===== src/rtl/mpmv_pkg.sv =====
// shared types, constants and register indexes for the grid node velocity update
package mpmv_pkg;

    localparam int FRACTION_BITS = 16;
    localparam int COORD_BITS    = 10;
    localparam int WORD_BITS     = 32;
    localparam int GRID_BITS     = COORD_BITS + 1;
    localparam int WALL_BITS     = 5;
    localparam int SUM_BITS      = COORD_BITS + 2;
    localparam int DIV_W         = WORD_BITS + FRACTION_BITS;
    localparam int DIV_STAGES    = DIV_W;
    localparam int CFG_IDX_BITS  = 3;

    localparam logic [CFG_IDX_BITS-1:0] CFG_GRID_WIDTH     = 3'd0;
    localparam logic [CFG_IDX_BITS-1:0] CFG_GRID_HEIGHT    = 3'd1;
    localparam logic [CFG_IDX_BITS-1:0] CFG_WALL_THICKNESS = 3'd2;
    localparam logic [CFG_IDX_BITS-1:0] CFG_GRAVITY_STEP   = 3'd3;
    localparam logic [CFG_IDX_BITS-1:0] CFG_MIN_MASS       = 3'd4;

    localparam logic [GRID_BITS-1:0] RST_GRID_WIDTH     = 11'd128;
    localparam logic [GRID_BITS-1:0] RST_GRID_HEIGHT    = 11'd128;
    localparam logic [WALL_BITS-1:0] RST_WALL_THICKNESS = 5'd2;
    localparam logic [WORD_BITS-1:0] RST_GRAVITY_STEP   = 32'd0;
    localparam logic [WORD_BITS-1:0] RST_MIN_MASS       = 32'd1;

    typedef struct packed {
        logic [GRID_BITS-1:0]        grid_width;
        logic [GRID_BITS-1:0]        grid_height;
        logic [WALL_BITS-1:0]        wall_thickness;
        logic signed [WORD_BITS-1:0] gravity_step;
        logic [WORD_BITS-1:0]        min_mass;
    } cfg_t;

    typedef struct packed {
        logic empty;
        logic neg_x;
        logic neg_y;
        logic wall_l;
        logic wall_r;
        logic wall_b;
        logic wall_t;
    } side_t;

    // partial remainder plus a word that shifts dividend bits out and quotient bits in
    typedef struct packed {
        logic [WORD_BITS-1:0] rem;
        logic [DIV_W-1:0]     dq;
    } div_lane_t;

    typedef struct packed {
        logic [WORD_BITS-1:0] mass;
        div_lane_t            lane_x;
        div_lane_t            lane_y;
        side_t                side;
    } div_word_t;

endpackage


===== src/rtl/mpmv_post.sv =====
// output cells: sign and saturation, then gravity, walls, empty override and result register
module mpmv_post (
    input  logic                                  aclk,
    input  logic                                  aresetn,
    input  logic                                  in_valid,
    output logic                                  in_ready,
    input  mpmv_pkg::div_word_t                   in_word,
    input  logic signed [mpmv_pkg::WORD_BITS-1:0] gravity_step,
    output logic                                  out_valid,
    input  logic                                  out_ready,
    output logic signed [mpmv_pkg::WORD_BITS-1:0] velocity_x,
    output logic signed [mpmv_pkg::WORD_BITS-1:0] velocity_y,
    output logic                                  node_empty
);

    localparam logic [mpmv_pkg::WORD_BITS-1:0] SMAX = {1'b0, {(mpmv_pkg::WORD_BITS-1){1'b1}}};
    localparam logic [mpmv_pkg::WORD_BITS-1:0] SMIN = {1'b1, {(mpmv_pkg::WORD_BITS-1){1'b0}}};

    logic                                  a_valid_reg, a_valid_next, a_ready;
    logic signed [mpmv_pkg::WORD_BITS-1:0] a_vx_reg, a_vx_next;
    logic signed [mpmv_pkg::WORD_BITS-1:0] a_vy_reg, a_vy_next;
    mpmv_pkg::side_t                       a_side_reg;

    logic                                  b_valid_reg, b_valid_next;
    logic signed [mpmv_pkg::WORD_BITS-1:0] b_vx_reg, b_vx_next;
    logic signed [mpmv_pkg::WORD_BITS-1:0] b_vy_reg, b_vy_next;
    logic                                  b_empty_reg;

    logic signed [mpmv_pkg::WORD_BITS:0]   vy_sum;
    logic signed [mpmv_pkg::WORD_BITS-1:0] vy_grav;

    function automatic logic [mpmv_pkg::WORD_BITS-1:0] sat_quot(
        input logic [mpmv_pkg::DIV_W-1:0] q,
        input logic                       neg
    );
        logic high_set;
        logic [mpmv_pkg::WORD_BITS-1:0] res;
        high_set = |q[mpmv_pkg::DIV_W-1:mpmv_pkg::WORD_BITS];
        if (neg) begin
            if (high_set || (q[mpmv_pkg::WORD_BITS-1] && (|q[mpmv_pkg::WORD_BITS-2:0]))) begin
                res = SMIN;
            end else begin
                res = ~q[mpmv_pkg::WORD_BITS-1:0] + 1'b1;
            end
        end else begin
            if (high_set || q[mpmv_pkg::WORD_BITS-1]) begin
                res = SMAX;
            end else begin
                res = q[mpmv_pkg::WORD_BITS-1:0];
            end
        end
        return res;
    endfunction

    // stage a: quotient to signed velocity
    assign in_ready = !a_valid_reg || a_ready;

    always_comb begin
        a_vx_next    = sat_quot(in_word.lane_x.dq, in_word.side.neg_x);
        a_vy_next    = sat_quot(in_word.lane_y.dq, in_word.side.neg_y);
        a_valid_next = in_ready ? in_valid : a_valid_reg;
    end

    // stage b: gravity with saturation, sticky walls, empty override
    assign a_ready = !b_valid_reg || out_ready;

    always_comb begin
        vy_sum = {a_vy_reg[mpmv_pkg::WORD_BITS-1], a_vy_reg}
               + {gravity_step[mpmv_pkg::WORD_BITS-1], gravity_step};
        if (vy_sum[mpmv_pkg::WORD_BITS] != vy_sum[mpmv_pkg::WORD_BITS-1]) begin
            vy_grav = vy_sum[mpmv_pkg::WORD_BITS] ? SMIN : SMAX;
        end else begin
            vy_grav = vy_sum[mpmv_pkg::WORD_BITS-1:0];
        end

        b_vx_next = a_vx_reg;
        if (a_side_reg.wall_l && a_vx_reg < 0) begin
            b_vx_next = '0;
        end
        if (a_side_reg.wall_r && a_vx_reg > 0) begin
            b_vx_next = '0;
        end
        b_vy_next = vy_grav;
        if (a_side_reg.wall_b && vy_grav < 0) begin
            b_vy_next = '0;
        end
        if (a_side_reg.wall_t && vy_grav > 0) begin
            b_vy_next = '0;
        end
        if (a_side_reg.empty) begin
            b_vx_next = '0;
            b_vy_next = '0;
        end
        b_valid_next = a_ready ? a_valid_reg : b_valid_reg;
    end

    always_ff @(posedge aclk) begin
        if (!aresetn) begin
            a_valid_reg <= 1'b0;
            b_valid_reg <= 1'b0;
        end else begin
            a_valid_reg <= a_valid_next;
            b_valid_reg <= b_valid_next;
        end
    end

    always_ff @(posedge aclk) begin
        if (in_valid && in_ready) begin
            a_vx_reg   <= a_vx_next;
            a_vy_reg   <= a_vy_next;
            a_side_reg <= in_word.side;
        end
        if (a_valid_reg && a_ready) begin
            b_vx_reg    <= b_vx_next;
            b_vy_reg    <= b_vy_next;
            b_empty_reg <= a_side_reg.empty;
        end
    end

    assign out_valid  = b_valid_reg;
    assign velocity_x = b_vx_reg;
    assign velocity_y = b_vy_reg;
    assign node_empty = b_empty_reg;

endmodule


===== config.mk =====
export PLATFORM = sky130hd
export DESIGN_NAME = mpmv_post
export DESIGN_NICKNAME = d
export VERILOG_FILES = /design/src/rtl/mpmv_pkg.sv /design/src/rtl/mpmv_post.sv
export SDC_FILE = /design/constraint.sdc
export NUM_CORES = 1
export LEC_CHECK = 0
export BUFFER_PORTS_ARGS = -buffer_cell sky130_fd_sc_hd__buf_2
export CORE_MARGIN = 2
export CORE_UTILIZATION = 56
export DETAILED_ROUTE_END_ITERATION = 16
export GPL_ROUTABILITY_DRIVEN = 0
export PLACE_DENSITY = 0.86
export SYNTH_ARGS = -nofsm -noshare
export SYNTH_HDL_FRONTEND = slang
export SYNTH_SLANG_ARGS = --single-unit

===== constraint.sdc =====
create_clock -name aclk -period 7 [get_ports aclk]
set_clock_uncertainty 0.05 [all_clocks]
set_input_delay 1.4 -clock aclk [delete_from_list [all_inputs] [get_ports aclk]]
set_output_delay 1.4 -clock aclk [all_outputs]
set_load 0.03 [all_outputs]

== After elaboration in Yosys (flattened, before gate mapping) ==
Cells that the tools add are included.

* Register bits after elaboration: 136
* Input port bits: 235
* Output and inout bits: 67

* $add $sub $neg: 3
* Magnitude comparators: 4
* Equal/unequal tests: 1
* Multiplexer cells: 8
* Bitwise operators: 2
* Reductions and logical operators: 22

{| class="wikitable"
|+ Operators with widths
! cell !! number
|-
| 32-bit two-way mux || 8
|-
| 32-bit by 1-bit adder with 32-bit output, second input constant || 2
|-
| 32-bit by 1-bit > comparator with 1-bit output, second input constant || 2
|-
| 32-bit by 1-bit < comparator with 1-bit output, second input constant || 2
|-
| 32-bit inverter || 2
|-
| 31-bit OR reduction || 2
|-
| 32-bit by 32-bit adder with 33-bit output || 1
|-
| 16-bit OR reduction || 2
|-
| 1-bit logical AND || 8
|-
| 1-bit logical OR || 6
|-
| 3-bit OR reduction || 2
|-
| 1-bit zero test || 2
|-
| 1-bit != test || 1
|}

== Longest topological paths before layout ==
Gate-level depths: netlist of the first run.

* Depth in word-level cells: 6
* Depth in mapped cells: 13
* Gate-level depth less buffers: 12

== Least setup slack after synthesis of the first run ==
Ideal clock, no wire load.

* Path kind: input -> register
* Start: input port out_ready
* End: register b_empty_reg (netlist: node_empty) (enable)
* Arrival: 4370 ps
* Data required time: 6454 ps
* Slack: 2084 ps
* Stages on the path: 2
* Cells stage by stage: nor2b_1 -> nor2b_1

* Cells in the longest elaborated chain, start to end: 2

{| class="wikitable"
|+ RTL lines
! item !! line !! RTL
|-
| start: declaration || mpmv_post.sv:10 || <nowiki>input logic out_ready,</nowiki>
|-
| 1-bit logical OR || mpmv_post.sv:65 || <nowiki>assign a_ready = !b_valid_reg || out_ready;</nowiki>
|-
| 1-bit logical AND || mpmv_post.sv:113 || <nowiki>if (a_valid_reg && a_ready) begin</nowiki>
|-
| end signal: assignment || mpmv_post.sv:116 || <nowiki>b_empty_reg <= a_side_reg.empty;</nowiki>
|-
| end: declaration || mpmv_post.sv:27 || <nowiki>logic b_empty_reg;</nowiki>
|}

Every way passes these cells.
A chain may end at the register's enable or synchronous reset.

== Final worst setup path of the first run ==
* Start: input port gravity_step[0] (netlist name)
* End: register b_vy_reg, in the netlist velocity_y[0] (data pin)

* Cells in the longest elaborated chain, start to end: 6
* Elaborated cells between the ends (all ways): 9

{| class="wikitable"
|+ RTL lines
! item !! line !! RTL
|-
| start: declaration || mpmv_post.sv:8 || <nowiki>input logic signed [mpmv_pkg::WORD_BITS-1:0] gravity_step,</nowiki>
|-
| 32-bit by 32-bit adder with 33-bit output * || mpmv_post.sv:69 || <nowiki>+ {gravity_step[mpmv_pkg::WORD_BITS-1], gravity_step};</nowiki>
|-
| 32-bit two-way mux / 1-bit != test (equally long branches) || mpmv_post.sv:71, mpmv_post.sv:70 ||
|-
| 32-bit two-way mux * || mpmv_post.sv:70 || <nowiki>if (vy_sum[mpmv_pkg::WORD_BITS] != vy_sum[mpmv_pkg::WORD_BITS-1]) begin</nowiki>
|-
| 32-bit by 1-bit < comparator with 1-bit output / 32-bit by 1-bit > comparator with 1-bit output (equally long branches) || mpmv_post.sv:84, mpmv_post.sv:87 ||
|-
| 1-bit logical AND (on tied branches) || mpmv_post.sv:84, mpmv_post.sv:87 ||
|-
| 3-bit OR reduction (no source line) || n/a ||
|-
| end signal: assignment || mpmv_post.sv:115 || <nowiki>b_vy_reg <= b_vy_next;</nowiki>
|-
| end: declaration || mpmv_post.sv:26 || <nowiki>logic signed [mpmv_pkg::WORD_BITS-1:0] b_vy_reg, b_vy_next;</nowiki>
|}

Mark *: on every way between the ends. The rest lies on a longest branch, timed or not.

==> flow_metrics.env, run 1 <==
export IMPL_tns_ns=0
export IMPL_pin_count=302
export IMPL_multi_input_area_um2=4960
export IMPL_wire_per_inst_um=18.06
export IMPL_dp_hpwl_um=18670
export IMPL_drive_gt1_share_pct=22.46
export IMPL_route_layer_met1_wl_um=10820
export IMPL_fp_coreArea_um2=16000
export IMPL_syn_cell_area_um2=9246
export IMPL_min_period_ns=5.091
export IMPL_powerDensity_nw_per_um2=220.3
export IMPL_rows=46
export IMPL_ys_seq_area_share_pct=43.95
export IMPL_synthToLayoutAreaGrowth_pct=19.31
export IMPL_track_usage_pct=28.17
export IMPL_wl_met3_um=2503
export IMPL_n_fill_cell=1288
export IMPL_die_w_um=132.5
export IMPL_cts_tree="done"
export IMPL_vias_per_cell=6.366
export IMPL_nets=1428
export IMPL_port_buffers=205
export IMPL_leakage_uw=0.004133
export IMPL_path_clk_slew_ns=0.06
export IMPL_required_ns=7.12
export IMPL_top_layer="met4"
export IMPL_rsz0062_at_grt="false"
export IMPL_grt_pass1_wl_um=39610
export IMPL_period_share_pct=72.74
export IMPL_ys_warn_count=0
export IMPL_syn_avg_cell_area_um2=9.532
export IMPL_clkSinkCount=136
export IMPL_critPathCaptureType="register"
export IMPL_dieArea_um2=17550
export IMPL_placed_cell_area_um2=10450
export IMPL_wl_um=25090
export IMPL_fmax_mhz=196.4
export IMPL_dr_pass1_iters=5
export IMPL_drcViolationCount=0
export IMPL_grt_antenna_before_repair=2
export IMPL_setup_violations=0
export IMPL_clockRootBuffer="clkbuf_16"
export IMPL_crit_path_start_kind="input pin"
export IMPL_synth_edff_count=134
export IMPL_mostFrequentLayoutCells="buf_2 (205), edfxtp_1 (134), nor2_1 (94)"
export IMPL_maxCapViolations=0
export IMPL_drt_iter0_drc=993
export IMPL_cts_max_path_buffers=2
export IMPL_via_count=8842
export IMPL_first_global_vias=7809
export IMPL_ys_seq_elements=136
export IMPL_holdBufCountCts=0
export IMPL_post_cts_buffers=0
export IMPL_ff_latch_area_um2=4064
export IMPL_synth_nets=1240
export IMPL_path_class="in2reg"
export IMPL_clk_latency_ns=0.42
export IMPL_synth_distinct_cells=70
export IMPL_grt_max_degree=70
export IMPL_synth_top_flop_cell="edfxtp_1"
export IMPL_die_h_um=132.5
export IMPL_gr_total_overflow=0
export IMPL_final_area_um2=11030
export IMPL_slew_headroom_pct=9.597
export IMPL_syn_inst=970
export IMPL_worst_pin_slew_ns=1.356
export IMPL_start_util_pct=57.79
export IMPL_ctsResizeCount=0
export IMPL_async_flop_share_pct=0
export IMPL_wl_met2_um=10960
export IMPL_peakVddDrop_mv=0.1938
export IMPL_hp_class="reg2reg"
export IMPL_cp_arrival_ns=5.21
export IMPL_cts_buffers=17
export IMPL_hold_violations=0
export IMPL_final_common_cell="buf_2"
export IMPL_slew_violations=0
export IMPL_status="finished, final reports clean"
export IMPL_cp_max_fo=13
export IMPL_drtAntennaViolNets=0
export IMPL_h_tree_depth=4
==> power breakdown <==
group	internal (µW)	total [µW]	switching [µW]
combinational	202	576	374
sequential	956	973	17.2
clock	503	882	379
total	1660	2430	770
==> area by class of cell <==
class,count,share of cell area [%]
antenna,2,0.04537
clock buffer,17,3.856
clock inverter,15,1.395
inverter,18,0.6125
multi-input combinational,772,44.96
sequential,136,36.84
tap,216,2.450
timing repair buffer,213,9.845
==> final timing paths <==
path,end,from,cells past startpoint,slack [ns]
max,velocity_y[0],gravity_step[0],13,1.91
min,out_valid,a_valid_reg,1,0.49
max reg2reg,velocity_y[0],a_vy_reg[0],12,2.65
min reg2reg,out_valid,a_valid_reg,1,0.49
==> critical path, stage by stage <==
cell      delay [ns]
buf_2           0.09
ha_1            0.18
inv_1           0.06
fa_1            0.40
nand2b_1        0.19
a21oi_1         0.39
o211ai_1        0.30
a31oi_1         0.38
o31a_1          0.37
nor3_1          0.11
a21o_1          0.26
a31oi_1         0.78
and4b_1         0.29
==> synthesized netlist by cell type (20+ instances only) <==
master    number  area share (%)
nand2_1       56             2.3
clkbuf_1      37             1.5
nor3b_1       20             1.6
nor3_1        40             2.2
or3_1         32             2.2
nor2_1        94             3.8
and2_1        38             2.6
o21ai_0       68             3.7
o211ai_1      20             1.6
a21oi_1       71             3.8
ha_1          34             4.6
nor4_1        28             1.9
edfxtp_1     134              44
==> stage by stage <==
step           setup WS (ns)  total power (µW)  cells  hold WS [ns]  util [%]
3_5_place_dp           1.550              1546   1355        0.4798     65.30
2_1_floorplan          2.084              1368    970        0.4268         -
4_1_cts                2.000              2423   1387        0.4899     68.92
6_report               1.909              2430   1389        0.4873     68.95
3_3_place_gp           1.649              1534   1355        0.4584     65.30
5_1_grt                1.701              2526   1389        0.5232     68.95
==> per-layer routing <==
layer	track usage (%)	up-vias
met5	0	-
met4	12.07	0
met3	5.977	63
met2	41.19	517
met1	40.65	4101
li1	-	4161
==> logic make-up (layout without fill, tap and decap cells) <==
logic type	Yosys count	count (layout)	synth area share, %
xor+xnor	28	28	2.652
mux	5	5	0.5413
simple gates	402	402	23.73
flops	136	136	43.95
fa+ha+maj	35	35	4.817
buf+inv	62	263	2.598
compound gates	302	302	21.71
other cells	0	2	0
(Power assumes the default switching activity.)
==> inputs of run 2 (changes only) <==
- CORE_UTILIZATION: 56 -> 52
- PLACE_DENSITY: 0.86 -> 0.81
- clock period: 7 -> 5 ns (I/O delays scaled with it)
==> flow_metrics.env, run 2 (synthesized netlist as in run 1, its figures left out) <==
export IMPL_status="finished, final reports clean"
export IMPL_fmax_mhz=235.8
export IMPL_drcViolationCount=0
export IMPL_hp_class="reg2reg"
export IMPL_maxCapViolations=0
export IMPL_clk_latency_ns=0.42
export IMPL_cts_max_path_buffers=2
export IMPL_rr_endpoint="velocity_y[18]"
export IMPL_leakage_uw=0.004168
export IMPL_gr_total_overflow=0
export IMPL_worst_pin_slew_ns=1.194
export IMPL_layoutNonFillerInstCount=1407
export IMPL_crit_path_frequent_cell="o211ai_1"
export IMPL_drt_iter0_drc=876
export IMPL_cts_buffers=17
export IMPL_min_period_ns=4.241
export IMPL_track_usage_pct=27.08
export IMPL_drtAntennaViolNets=0
export IMPL_ctsResizeCount=0
export IMPL_nets=1436
export IMPL_grt_antenna_before_repair=2
export IMPL_grt_pass1_wl_um=39520
export IMPL_top_layer="met4"
export IMPL_min_from="a_valid_reg"
export IMPL_period_share_pct=84.81
export IMPL_cp_max_fo=13
export IMPL_clkSinkCount=136
export IMPL_post_cts_buffers=0
export IMPL_tns_ns=0
export IMPL_final_common_cell="buf_2"
export IMPL_first_global_vias=7898
export IMPL_min_to="out_valid"
export IMPL_cp_arrival_ns=4.45
export IMPL_setup_violations=0
export IMPL_hold_depth=1
export IMPL_path_buf_inv=1
export IMPL_wl_um=25200
export IMPL_final_util_pct=63.99
export IMPL_powerDensity_nw_per_um2=305.1
export IMPL_holdBufCountCts=0
export IMPL_wl_met3_um=2177
export IMPL_dr_pass1_iters=5
export IMPL_pin_count=302
export IMPL_path_class="in2reg"
export IMPL_die_h_um=137.3
export IMPL_dp_hpwl_um=19170
export IMPL_hold_violations=0
export IMPL_peakVddDrop_mv=0.2378
export IMPL_wire_per_inst_um=17.91
export IMPL_reg2reg_depth=10
export IMPL_vias_per_cell=6.252
export IMPL_dieArea_um2=18860
export IMPL_crit_path_start_kind="input pin"
export IMPL_cts_tree="done"
export IMPL_synthToLayoutAreaGrowth_pct=20.11
export IMPL_rows=48
export IMPL_fp_coreArea_um2=17360
export IMPL_die_w_um=137.3
export IMPL_port_buffers=205
export IMPL_slowest_delay_ns=0.74
export IMPL_slew_violations=0
export IMPL_wl_met2_um=11310
export IMPL_route_layer_met1_wl_um=11010
export IMPL_required_ns=5.21
export IMPL_r2r_slack_ns=1.06
export IMPL_cpLargestDelayFamily="compound AO/OA/AOI/OAI gates"
export IMPL_slew_headroom_pct=20.09
export IMPL_rsz0062_at_grt="false"
export IMPL_dp_cells=1372
export IMPL_clockRootBuffer="clkbuf_16"
export IMPL_critical_path_cell_chain="buf_2, ha_1, a21o_1, a211o_1, o211ai_1, a31oi_1, a211oi_2, o22ai_1, o31ai_2, o211ai_1, nor2_1"
export IMPL_grt_max_degree=70
export IMPL_r2r_start="a_vy_reg[5]"
export IMPL_via_count=8796
export IMPL_crit_slowest_cell="o31ai_2"
export IMPL_path_clk_slew_ns=0.07
export IMPL_drive_gt1_share_pct=22.90
export IMPL_critPathCaptureType="register"
export IMPL_h_tree_depth=4
export IMPL_mostFrequentLayoutCells="buf_2 (205), edfxtp_1 (134), nor2_1 (94)"
export IMPL_start_util_pct=53.27
[run 2: cell types whose count changed in the layout (fill, tap and decap cells not counted)]
cell and change:
buf_4 +8, diode_2 +1, clkinv_2 -2, inv_8 -1
inv_6 +2, clkinv_1 +1
[run 2: per-layer routing]
| metal | vias up | track usage, % |
|---|---|---|
| met1 | 4099 | 37.80 |
| met2 | 454 | 41.57 |
| li1 | 4191 | - |
| met3 | 52 | 5.114 |
| met4 | 0 | 11.05 |
| met5 | - | 0 |
[run 2: how the worst max path moves through the flow]
| stage | slack [ns] | endpoint | from | cells past startpoint |
|---|---|---|---|---|
| 2_1_floorplan | 0.48 | node_empty | out_ready | 2 |
| 3_3_place_gp | 0.49 | velocity_y[28] | gravity_step[5] | 10 |
| 3_5_place_dp | 0.41 | velocity_y[28] | gravity_step[0] | 14 |
| 4_1_cts | 0.83 | velocity_y[18] | gravity_step[5] | 11 |
| 5_1_grt | 0.42 | velocity_y[28] | gravity_step[0] | 14 |
| 6_report | 0.76 | velocity_y[18] | gravity_step[5] | 11 |
[run 2: final cells by class]
class | count | area, µm²
clock inverters | 15 | 153.9
fillers | 1408 | 6251
inverters | 18 | 67.56
diodes | 3 | 7.507
clock buffers | 17 | 425.4
flip-flops and latches | 136 | 4064
multi-input cells | 772 | 4960
well taps | 225 | 281.5
repair buffers | 221 | 1146
[run 2: worst register-to-register path: stages (launching register included)]
cell and delay (ns):
edfxtp_1 0.38, ha_1 0.37, a21o_1 0.24, a211o_1 0.32, o211ai_1 0.42, a31oi_1 0.24
a211oi_2 0.41, o22ai_1 0.22, o31ai_2 0.74, o211ai_1 0.21, nor2_1 0.18
[run 2: report_power, final]
group	switching (µW)	total (µW)	leakage, µW	internal, µW
Clock	509	1210	0.000283	704
Combinational	526	812	0.00261	286
Sequential	25.1	1360	0.00127	1340
Total	1060	3390	0.00417	2330
[run 2: through the flow]
step	instance area, µm²	worst slack, ns	hold WS, ns	power (µW)
2_1_floorplan	9246	0.4842	0.4268	1915
3_3_place_gp	10520	0.4924	0.4598	2159
3_5_place_dp	10520	0.4095	0.4729	2177
4_1_cts	11100	0.8295	0.4875	3387
5_1_grt	11100	0.4184	0.5263	3530
6_report	11110	0.7595	0.4866	3388
==> inputs of run 3 (changes only) <==
- clock period: 5 -> 4.4 ns (I/O delays scaled with it)
==> flow_metrics.env, run 3 (synthesized netlist as in run 1, its figures left out) <==
export IMPL_cp_arrival_ns=4.15
export IMPL_dieArea_um2=18860
export IMPL_dp_hpwl_um=19390
export IMPL_fp_coreArea_um2=17360
export IMPL_status="finished, final reports clean"
export IMPL_setup_ws_ns=0.3787
export IMPL_drcViolationCount=0
export IMPL_drive_gt1_share_pct=23.29
export IMPL_dr_pass1_iters=5
export IMPL_peakVddDrop_mv=0.2918
export IMPL_synthToLayoutAreaGrowth_pct=20.96
export IMPL_wl_um=25350
export IMPL_crit_path_start_kind="input pin"
export IMPL_die_w_um=137.3
export IMPL_fmax_mhz=248.7
export IMPL_final_common_cell="buf_2"
export IMPL_total_power_uw=3956
export IMPL_internal_power_uw=2760
export IMPL_cts_max_path_buffers=2
export IMPL_track_usage_pct=27.22
export IMPL_rsz0062_at_grt="false"
export IMPL_critPathCaptureType="register"
export IMPL_rr_endpoint="velocity_y[28]"
export IMPL_grt_max_degree=70
export IMPL_grt_antenna_before_repair=1
export IMPL_drtAntennaViolNets=0
export IMPL_path_class="in2reg"
export IMPL_min_period_ns=4.021
export IMPL_port_buffers=205
export IMPL_post_cts_buffers=0
export IMPL_r2r_start="a_vy_reg[5]"
export IMPL_swShare_pct=30.23
export IMPL_h_tree_depth=4
export IMPL_cts_buffers=17
export IMPL_hp_class="reg2reg"
export IMPL_min_from="a_vx_reg[8]"
export IMPL_maxCapViolations=0
export IMPL_p_sw_uw=1196
export IMPL_grt_pass1_wl_um=39670
export IMPL_rows=48
export IMPL_clkPwrFrac_pct=37.4
export IMPL_ff_latch_area_um2=4064
export IMPL_comb_power_share_pct=23.4
export IMPL_first_global_vias=7918
export IMPL_pin_count=302
export IMPL_powerDensity_nw_per_um2=353.7
export IMPL_slew_violations=0
export IMPL_gr_total_overflow=0
export IMPL_setup_violations=0
export IMPL_min_to="velocity_x[8]"
export IMPL_wire_per_inst_um=17.97
export IMPL_multi_input_area_um2=4960
export IMPL_seqPwrFrac_pct=39.2
export IMPL_n_fill_cell=1400
export IMPL_hold_depth=1
export IMPL_mostFrequentLayoutCells="buf_2 (205), edfxtp_1 (134), nor2_1 (94)"
export IMPL_hold_violations=0
export IMPL_slew_headroom_pct=16.88
export IMPL_clkSinkCount=136
export IMPL_start_util_pct=53.27
export IMPL_drt_iter0_drc=853
export IMPL_cts_tree="done"
export IMPL_leakage_uw=0.004209
export IMPL_via_count=8758
export IMPL_die_h_um=137.3
export IMPL_holdBufCountCts=0
export IMPL_cp_max_fo=11
export IMPL_ctsResizeCount=0
export IMPL_required_ns=4.53
export IMPL_pre_cts_ws_ns=-0.02002
export IMPL_worst_pin_slew_ns=1.242
export IMPL_nets=1442
export IMPL_period_share_pct=91.39
export IMPL_vias_per_cell=6.207
export IMPL_r2r_slack_ns=0.56
export IMPL_path_clk_slew_ns=0.06
export IMPL_reg2reg_depth=9
export IMPL_clockRootBuffer="clkbuf_16"
export IMPL_clk_latency_ns=0.43
-- run 3: changes by cell type in the layout (fill, tap and decap cells not counted), sizes merged --
cell	before	now
bufinv	1	3
inv	28	24
buf	221	227
clkinvlp	1	2
clkbuf	17	18
diode	3	1
-- run 3: power groups by stage --
stage	combinational [µW]	clock (µW)	sequential [µW]
2_1_floorplan	530	0	1650
3_3_place_gp	887	0	1570
3_5_place_dp	905	0	1580
4_1_cts	911	1490	1550
5_1_grt	1010	1540	1560
6_report	926	1480	1550
-- run 3: worst max path at each step --
stage | start | to | slack [ns] | cells after the start
after floorplan | out_ready | node_empty | 0.004 | 2
after global placement | gravity_step[0] | velocity_y[28] | 0.08 | 13
after detailed placement | gravity_step[0] | velocity_y[0] | -0.02 | 14
after CTS | gravity_step[0] | velocity_y[17] | 0.42 | 15
after global routing | gravity_step[0] | velocity_y[17] | 0.11 | 14
final | gravity_step[0] | velocity_y[17] | 0.38 | 14
-- run 3: area by class of cell --
type / count / area share [%]
well taps: 225 / 2.517
clock inverters: 14 / 1.689
flip-flops and latches: 136 / 36.34
clock buffers: 18 / 3.837
repair buffers: 227 / 10.65
diodes: 1 / 0.02237
multi-input cells: 772 / 44.34
inverters: 18 / 0.6041
-- run 3: worst max-delay path: stages --
cell,delay [ns]
buf_2,0.09
ha_1,0.18
inv_1,0.06
fa_1,0.40
nand2b_1,0.18
a21oi_1,0.37
o211ai_1,0.32
a31oi_1,0.40
o31a_1,0.33
nor3_1,0.09
a21o_1,0.24
a31oi_1,0.28
buf_4,0.23
nor2_1,0.08
-- run 3: through the flow --
stage | area (µm²) | instances | hold slack [ns] | util [%] | setup TNS [ns]
after detailed placement | 10560 | 1378 | 0.4821 | 60.86 | -0.02567
after global placement | 10560 | 1378 | 0.4610 | 60.86 | 0
after global routing | 11180 | 1411 | 0.5245 | 64.44 | 0
final | 11180 | 1411 | 0.5019 | 64.44 | 0
after floorplan | 9246 | 970 | 0.4268 | - | 0
after CTS | 11180 | 1410 | 0.4975 | 64.42 | 0
-- run 3: metal layers --
layer	wire [µm]	GRT usage, %
met5	0	0
met1	10870	38.03
met4	893	12.54
met2	11260	40.49
met3	2330	5.850
